File: src/smws_pkg.sv
// Shared types, constants and tap tables for the skin-masked smoothing block.
package smws_pkg;

	// Geometry
	localparam int MAX_WIDTH_DEF = 1024;
	localparam int RING_ROWS     = 8;
	localparam int WIDTH_CAP     = 1024;
	localparam int HEIGHT_CAP    = 1024;
	localparam int SIZE_MIN      = 5;
	localparam int NUM_TAPS      = 13;

	// Data widths
	localparam int PIX_W   = 25;  // skin bit, red, green, blue
	localparam int SUM_W   = 13;  // weighted channel sum, at most 25 * 255
	localparam int WSUM_W  = 5;   // sum of weights, at most 25
	localparam int SIZE_W  = 11;
	localparam int CFG_IDX_W = 3;

	// Register reset values
	localparam logic [10:0] WIDTH_RST  = 11'd512;
	localparam logic [10:0] HEIGHT_RST = 11'd512;
	localparam logic [7:0]  RED_RST    = 8'd95;
	localparam logic [7:0]  GREEN_RST  = 8'd40;
	localparam logic [7:0]  BLUE_RST   = 8'd20;
	localparam logic [7:0]  SPREAD_RST = 8'd15;
	localparam logic [7:0]  GAP_RST    = 8'd15;

	// Register indexes
	typedef enum logic [CFG_IDX_W-1:0] {
		REG_WIDTH  = 3'd0,
		REG_HEIGHT = 3'd1,
		REG_RED    = 3'd2,
		REG_GREEN  = 3'd3,
		REG_BLUE   = 3'd4,
		REG_SPREAD = 3'd5,
		REG_GAP    = 3'd6
	} reg_idx_t;

	// Controller states
	typedef enum logic [2:0] {
		ST_IDLE,
		ST_READ,
		ST_LAST,
		ST_CHECK,
		ST_DIV,
		ST_OUT
	} state_t;

	// Tap table: row offset + 2, column offset + 2 and weight. Centre first.
	function automatic logic [2:0] tap_dr(input logic [3:0] i);
		logic [2:0] v;
		case (i)
			4'd1:                         v = 3'd0;
			4'd2, 4'd3, 4'd4:             v = 3'd1;
			4'd9, 4'd10, 4'd11:           v = 3'd3;
			4'd12:                        v = 3'd4;
			default:                      v = 3'd2;
		endcase
		return v;
	endfunction

	function automatic logic [2:0] tap_dc(input logic [3:0] i);
		logic [2:0] v;
		case (i)
			4'd5:                         v = 3'd0;
			4'd2, 4'd6, 4'd9:             v = 3'd1;
			4'd4, 4'd7, 4'd11:            v = 3'd3;
			4'd8:                         v = 3'd4;
			default:                      v = 3'd2;
		endcase
		return v;
	endfunction

	function automatic logic [2:0] tap_wt(input logic [3:0] i);
		logic [2:0] v;
		case (i)
			4'd0:                         v = 3'd5;
			4'd1, 4'd5, 4'd8, 4'd12:      v = 3'd1;
			default:                      v = 3'd2;
		endcase
		return v;
	endfunction

endpackage

File: src/smws_div.sv
// Restoring divider: weighted channel sum over weight sum, one bit per cycle.
module smws_div (
	input  logic                         clk,
	input  logic                         arst_n,
	input  logic                         start,
	input  logic [smws_pkg::SUM_W-1:0]   dividend,
	input  logic [smws_pkg::WSUM_W-1:0]  divisor,
	output logic                         busy,
	output logic [7:0]                   quot
);

	logic [smws_pkg::SUM_W-1:0]  dvd_q;
	logic [smws_pkg::WSUM_W-1:0] dsr_q;
	logic [smws_pkg::WSUM_W-1:0] rem_q;
	logic [3:0]                  cnt_q;
	logic [smws_pkg::WSUM_W:0]   rem_sh;
	logic                        fits;

	// One quotient bit per step
	assign rem_sh = {rem_q, dvd_q[smws_pkg::SUM_W-1]};
	assign fits   = rem_sh >= {1'b0, dsr_q};
	assign quot   = dvd_q[7:0];

	always_ff @(posedge clk or negedge arst_n) begin
		if (!arst_n) begin
			busy  <= 1'b0;
			cnt_q <= '0;
		end else if (start) begin
			busy  <= 1'b1;
			cnt_q <= 4'(smws_pkg::SUM_W - 1);
		end else if (busy) begin
			if (cnt_q == '0) begin
				busy <= 1'b0;
			end
			cnt_q <= cnt_q - 4'd1;
		end
	end

	always_ff @(posedge clk) begin
		if (start) begin
			dvd_q <= dividend;
			dsr_q <= divisor;
			rem_q <= '0;
		end else if (busy) begin
			rem_q <= fits ? smws_pkg::WSUM_W'(rem_sh - {1'b0, dsr_q})
				: rem_sh[smws_pkg::WSUM_W-1:0];
			dvd_q <= {dvd_q[smws_pkg::SUM_W-2:0], fits};
		end
	end

endmodule

File: config.mk
export PLATFORM = sky130hd
export DESIGN_NAME = smws_div
export DESIGN_NICKNAME = d
export VERILOG_FILES = /design/src/smws_pkg.sv /design/src/smws_div.sv
export SDC_FILE = /design/constraint.sdc
export NUM_CORES = 1
export LEC_CHECK = 0
export ABC_AREA = 1
export ABC_CLOCK_PERIOD_IN_PS = 5200
export BUFFER_PORTS_ARGS = -buffer_cell sky130_fd_sc_hd__buf_2
export CORE_MARGIN = 2
export CORE_UTILIZATION = 50
export DETAILED_ROUTE_END_ITERATION = 10
export PLACE_DENSITY = 0.74
export SYNTH_ARGS = -nofsm -noshare
export SYNTH_HDL_FRONTEND = slang
export SYNTH_SLANG_ARGS = --single-unit
export TNS_END_PERCENT = 5
File: constraint.sdc
create_clock -name clk -period 5.2 [get_ports clk]
set_clock_uncertainty 0.05 [all_clocks]
set_input_delay 0.52 -clock clk [delete_from_list [all_inputs] [get_ports clk]]
set_output_delay 0.52 -clock clk [all_outputs]
set_load 0.01 [all_outputs]
==> impl_metrics.toml, run 1 <==
[drt]
drt_iter0_drc = 47
dr.pass1.iters = 4
drc_errors = 0
viasPerCell = 4.92
vias = 1072
ant_nets = 0
routedWlPerCell_um = 12.0
totalWireLength_um = 2630

[critical_path]
critical_path_depth = 11
critPathArrivalTime_ns = 2.01
worstPathCellList = "inv_1 > ha_1 > inv_1 > fa_1 > nand2_1 > nand2_2 > nand3_4 > nand2_4 > nand2_1 > nand3_1 > nand2_1"
end_kind = "flop"
r2r-end = "rem_q[3]$_SDFFE_PP0P_"
worst-path-buf-inv = 2
rrSetupSlack_ns = 3.42
slowest_delay_ns = 0.40
critPathKind = "reg -> reg"
r2r-start = "dvd_q[12]$_DFFE_PP_"
endpoint = "rem_q[3]$_SDFFE_PP0P_"
critPathLaunchType = "flop"
required_ns = 5.42
crit_family = "simple AND/OR/NAND/NOR gates"
crit_slowest_cell = "edfxtp_1"
crit_fanout = 8
rr_worst_depth = 11
crit_start = "dvd_q[12]$_DFFE_PP_"
crit_top_cell = "nand2_1"

[layout]
fin_nets = 216
insertedDiodeCount = 0
drive_above_1_share_pct = 23.5
final_cell_mix = "nand2_1, buf_2, edfxtp_1"
syn2layout_area_growth_pct = 11.5
post-route-util_pct = 59.0
final_common_cell = "nand2_1"
fillers = 253

[pwr]
seq_power_share_pct = 44.9
p_int_w = 0.000450
swShare_pct = 33.0
peakVddDrop_mv = 0.391
leakagePower_nw = 0.834
power_density_nw_per_um2 = 410
power_frac_clock_pct = 20.8
switching_power_w = 0.000222
pwr-share-comb_pct = 34.3
power_w = 0.000672

[sta]
finalSetupViolCount = 0
maxSlewHeadroom_pct = 70.0
period_needed_ns = 1.78
holdWs_ns = 0.314
setup_tns_ns = 0
fin_ws_ns = 3.42
timing.final.crit_share_pct = 34.3
worstMarginPinSlew_ns = 0.450
slew_viol_final = 0
hold_violations = 0
rsz0062_at_grt = "false"
max_clock_freq_ghz = 0.561

[grt]
grt_pass1_vias = 1069
grtUsageTotal_pct = 17.4
grt_pass1_wl_um = 4550
grt_max_degree = 23
antenna_found_initial = 0
overflow = 0

[floorplan]
die_area_sq_um = 3390
core_area_sq_um = 2780
row_count = 19
io_pins = 30
initial_core_util_pct = 52.9
fp.dieW_um = 58.2
die_h_um = 58.2

[clock_network]
clkLatencyLatePin_ns = 0.33
cts_buffers = 3
cts_tree = "yes"
cts.sinks = 28
cts_root_buffer = "clkbuf_4"
h-tree-depth = 1
clockBufferDepth = 2
cts.clk_slew.worst_paths_ns = 0.15

[place]
io_buffers = 29
hpwl_um = 2040
place_congestion = 0.771
dpl_worst_slack_ns = 3.45

[min_path]
hold_class = "in -> reg"

[status]
outcome = "completed"

[synth]
yosysUniqueCellTypes = 25
syn_avg_cell_area_sq_um = 8.97
synth_fp_nets = 192
synth_seq_area_share_pct = 52.0
ys_ff_latch = 28
syn-cell-area_sq_um = 1470
yosysWarnings = 0
synth_cells = 164

[run]
cap_violations = 0
power groups by stage:
stage	logic, W	registers, W	clock network [W]
floorplan	0.000193	0.000299	0
global placement	0.000221	0.000305	0
detailed placement	0.000230	0.000307	0
CTS	0.000232	0.000302	0.000143
global route	0.000268	0.000307	0.000153
finish	0.000231	0.000302	0.000140
registers in the layout, indices dropped and copies added, names as in the netlist:
signal  count
dvd_q      13
dsr_q       5
rem_q       5
cnt_q       4
busy        1
kinds of logic (layout without fill, tap and decap cells):
logic type	after synthesis	count (layout)	synth area share, %
compound gates	7	7	2.64
flops	28	28	52.0
xor+xnor	1	1	0.595
simple gates	90	90	27.9
buf+inv	31	54	10.4
fa+ha+maj	7	7	6.46
layout make-up:
cell class                 count  area (sq um)  area share, %
inverter                      20          75.1           4.58
tap                           31          38.8           2.36
multi-input combinational    105           553           33.7
clock inverter                 1          30.0           1.83
clock buffer                   3          22.5           1.37
sequential                    28           766           46.7
timing repair buffer          30           155           9.46
worst register-to-register path: cells and delay by family, from the launching register on:
family | cells | cell delay [ns]
buffers and inverters | 2 | 0.15
AND/OR/NAND/NOR | 7 | 0.59
adder cells (fa/ha/maj) | 2 | 0.55
flip-flops | 1 | 0.40
cell usage after synthesis (all sizes together):
cell	count	area share (%)
a21oi	2	0.68
a31oi	2	0.85
buf	11	5.3
dfrtp	5	8.5
dfxtp	5	6.8
edfxtp	18	37
fa	1	1.4
ha	6	5.1
inv	20	5.1
nand2	64	17
nand3	16	6.3
nand4	1	0.43
nor2	7	3.1
o21ai	2	0.68
o22ai	1	0.43
or2	2	1.0
xnor2	1	0.60
stage by stage:
step	std cells	instance area, sq um
floorplan	164	1470
global placement	213	1580
detailed placement	213	1580
CTS	218	1640
global route	218	1640
finish	218	1640
metal layers:
| layer | GRT usage, % | vias up | wire, um |
|---|---|---|---|
| met4 | 7.64 | 0 | 55 |
| met3 | 2.23 | 6 | 60 |
| li1 | - | 563 | - |
| met2 | 29.4 | 16 | 1290 |
| met1 | 22.6 | 487 | 1220 |
| met5 | 0 | - | 0 |
worst min-delay path by stage:
stage / slack (ns) / cells after the start / startpoint / end
after floorplan: 0.17 / 0 / arst_n / busy$_DFF_PN0_
after global placement: 0.28 / 1 / arst_n / cnt_q[1]$_DFFE_PN0P_
after detailed placement: 0.29 / 1 / arst_n / cnt_q[1]$_DFFE_PN0P_
final: 0.31 / 1 / divisor[3] / dsr_q[3]$_DFFE_PP_
after CTS: 0.31 / 1 / divisor[0] / dsr_q[0]$_DFFE_PP_
after global routing: 0.28 / 1 / divisor[3] / dsr_q[3]$_DFFE_PP_
what timing repair did:
action | in CTS | in global routing
setup buffers | 0 | 0
hold buffers | 1 | 0
gates resized for setup | 0 | 0
endpoints found under the hold margin | 5 | 0
Power figures use the tool's default switching activity.
==> run 2: changes to the inputs <==
- ABC_AREA: 1 -> 0
- ABC_CLOCK_PERIOD_IN_PS: 5200 -> 1550
- CORE_UTILIZATION: 50 -> 48
- clock period: 5.2 -> 1.55 ns (I/O delays scaled with it)
==> impl_metrics.toml, run 2 <==
[floorplan]
io_pins = 30
core_area_sq_um = 2810
die_h_um = 58.8
initial_core_util_pct = 51.5
fp.dieW_um = 58.8
die_area_sq_um = 3460
row_count = 19

[drt]
routedWlPerCell_um = 14.9
dr.pass1.iters = 7
totalWireLength_um = 2880
drt_iter0_drc = 30
viasPerCell = 5.24
vias = 1017
ant_nets = 0
drc_errors = 1

[sta]
worstMarginPinSlew_ns = 0.350
hold_violations = 0
timing.final.crit_share_pct = 146
slew_viol_final = 0
period_needed_ns = 2.26
fin_ws_ns = -0.708
maxSlewHeadroom_pct = 76.3
max_clock_freq_ghz = 0.443
finalSetupViolCount = 6
rsz0062_at_grt = "true"

[layout]
insertedDiodeCount = 0
design_area_sq_um = 1890
largest_registers = "dvd_q x13, dsr_q x5, rem_q x5"
regMostFlops = "dvd_q"
largest_reg_flops = 13
drive_above_1_share_pct = 49.1
layout.cells.non_filler = 194
final_common_cell = "buf_2"
syn2layout_area_growth_pct = 30.9
final_cell_mix = "buf_2, edfxtp_1, buf_4"
fin_nets = 192
fillers = 226

[synth]
synthSimpleGateAreaFrac_pct = 11.0
synth_common_cells = "edfxtp_1, mux2_2, inv_1"
yosysWarnings = 0
synth_compound_area_share_pct = 8.75
synth_top_family_by_area = "simple AND/OR/NAND/NOR gates"
yosysUniqueCellTypes = 36
synth-adder-area-share_pct = 6.59
synth_xor_area_share_pct = 2.43
async_flop_share_pct = 17.9
yosysMostFrequentCell = "edfxtp_1"
ys_ff_latch = 28
syn_avg_cell_area_sq_um = 12.4
synthMuxAreaShare_pct = 10.1
syn-cell-area_sq_um = 1440
synth_fp_nets = 144
ys.flop_type = "edfxtp_1"
synth_seq_area_share_pct = 53.0
synth_cells = 116
synth-edff-count = 18
synth_area_leaders = "edfxtp_1, mux2_2, dfrtp_1"
synth_top_area_share_pct = 37.4
synth_top_area_cell = "edfxtp_1"

[run]
cap_violations = 0

[place]
dpl_cell_area_sq_um = 1700
dpl_worst_slack_ns = -0.668
placed_cells = 180
place_congestion = 0.800
hpwl_um = 1990
io_buffers = 29

[grt]
grt_pass1_vias = 1010
overflow = 0
antenna_found_initial = 0
grt_max_degree = 17
grt_pass1_wl_um = 4550
grtUsageTotal_pct = 17.4

[clock_network]
clkLatencyLatePin_ns = 0.33
cts.clk_slew.worst_paths_ns = 0.15
cts_root_buffer = "clkbuf_4"
clockBufferDepth = 2
cts.sinks = 28
cts_buffers = 3
h-tree-depth = 1
cts_tree = "yes"

[critical_path]
required_ns = 1.61
crit_fanout = 4
critPathArrivalTime_ns = 2.32
critPathKind = "reg -> reg"
rr_worst_depth = 8
end_kind = "flop"
critPathLaunchType = "flop"

[status]
outcome = "complete, but fails checks"
violations = "design-rule violations, negative setup slack"

[pwr]
leakagePower_nw = 0.820
power_density_nw_per_um2 = 1470
power_w = 0.00277
peakVddDrop_mv = 0.873

[min_path]
hold_depth = 2
hold_class = "in -> reg"
## run 2: final cells by class
| type | count | area [sq um] | share of cell area, % |
|---|---|---|---|
| tap | 31 | 38.8 | 2.05 |
| sequential | 28 | 766 | 40.5 |
| inverter | 10 | 37.5 | 1.99 |
| clock buffer | 3 | 22.5 | 1.19 |
| timing repair buffer | 56 | 390 | 20.6 |
| multi-input combinational | 65 | 606 | 32.0 |
| clock inverter | 1 | 30.0 | 1.59 |
## run 2: repair_timing
item / CTS / global route
endpoints found under the setup margin: 6 / 6
buffers inserted: 4 / 0
hold endpoints to repair: 10 / 0
cloned: 0 / 0
pin swaps: 2 / 4
gates resized for setup: 3 / 8
hold buffers: 6 / 0
## run 2: logic make-up (layout without fill, tap and decap cells)
family / count (synthesis) / in the layout
flops: 28 / 28
buf+inv: 23 / 70
simple gates: 25 / 25
mux: 13 / 13
xor+xnor: 4 / 4
compound gates: 16 / 16
fa+ha+maj: 7 / 7
## run 2: stage by stage
step	setup TNS (ns)	utilization (%)	hold slack, ns
5_1_grt	-4.47	67.4	0.0565
2_1_floorplan	-3.71	-	-0.191
4_1_cts	-3.56	66.3	0.0493
6_report	-3.85	67.4	0.0587
3_3_place_gp	-3.32	60.5	-0.0806
3_5_place_dp	-3.78	60.5	-0.0759
## run 2: final timing paths
| check | slack (ns) | startpoint | endpoint |
|---|---|---|---|
| max | -0.71 | dvd_q[12]$_DFFE_PP_ | dvd_q[0]$_DFFE_PP_ |
| max reg2reg | -0.71 | dvd_q[12]$_DFFE_PP_ | dvd_q[0]$_DFFE_PP_ |
| min in group asynchronous | 0.08 | arst_n | busy$_DFF_PN0_ |
| min | 0.06 | dividend[1] | dvd_q[1]$_DFFE_PP_ |
| max in group asynchronous | 1.23 | arst_n | cnt_q[2]$_DFFE_PN0P_ |
| min reg2reg | 0.47 | rem_q[4]$_SDFFE_PP0P_ | rem_q[4]$_SDFFE_PP0P_ |
## run 2: per-layer routing
layer / GRT usage [%] / vias to the layer above / part of all wire [%]
li1: - / 506 / -
met1: 21.7 / 486 / 43
met2: 31.6 / 21 / 53
met3: 2.64 / 4 / 2.8
met4: 3.90 / 0 / 1.2
met5: 0 / - / 0
## run 2: power breakdown
part	switching, W	internal (W)
sequential	0.0000830	0.000948
combinational	0.000536	0.000722
clock	0.000220	0.000262
## run 2: critical path, cell delays in order, from the launching register on
cell      delay, ns
edfxtp_1       0.43
inv_1          0.09
ha_2           0.19
inv_2          0.04
fa_2           0.36
a211oi_4       0.26
nor3b_2        0.10
or2_4          0.28
mux2_2         0.26
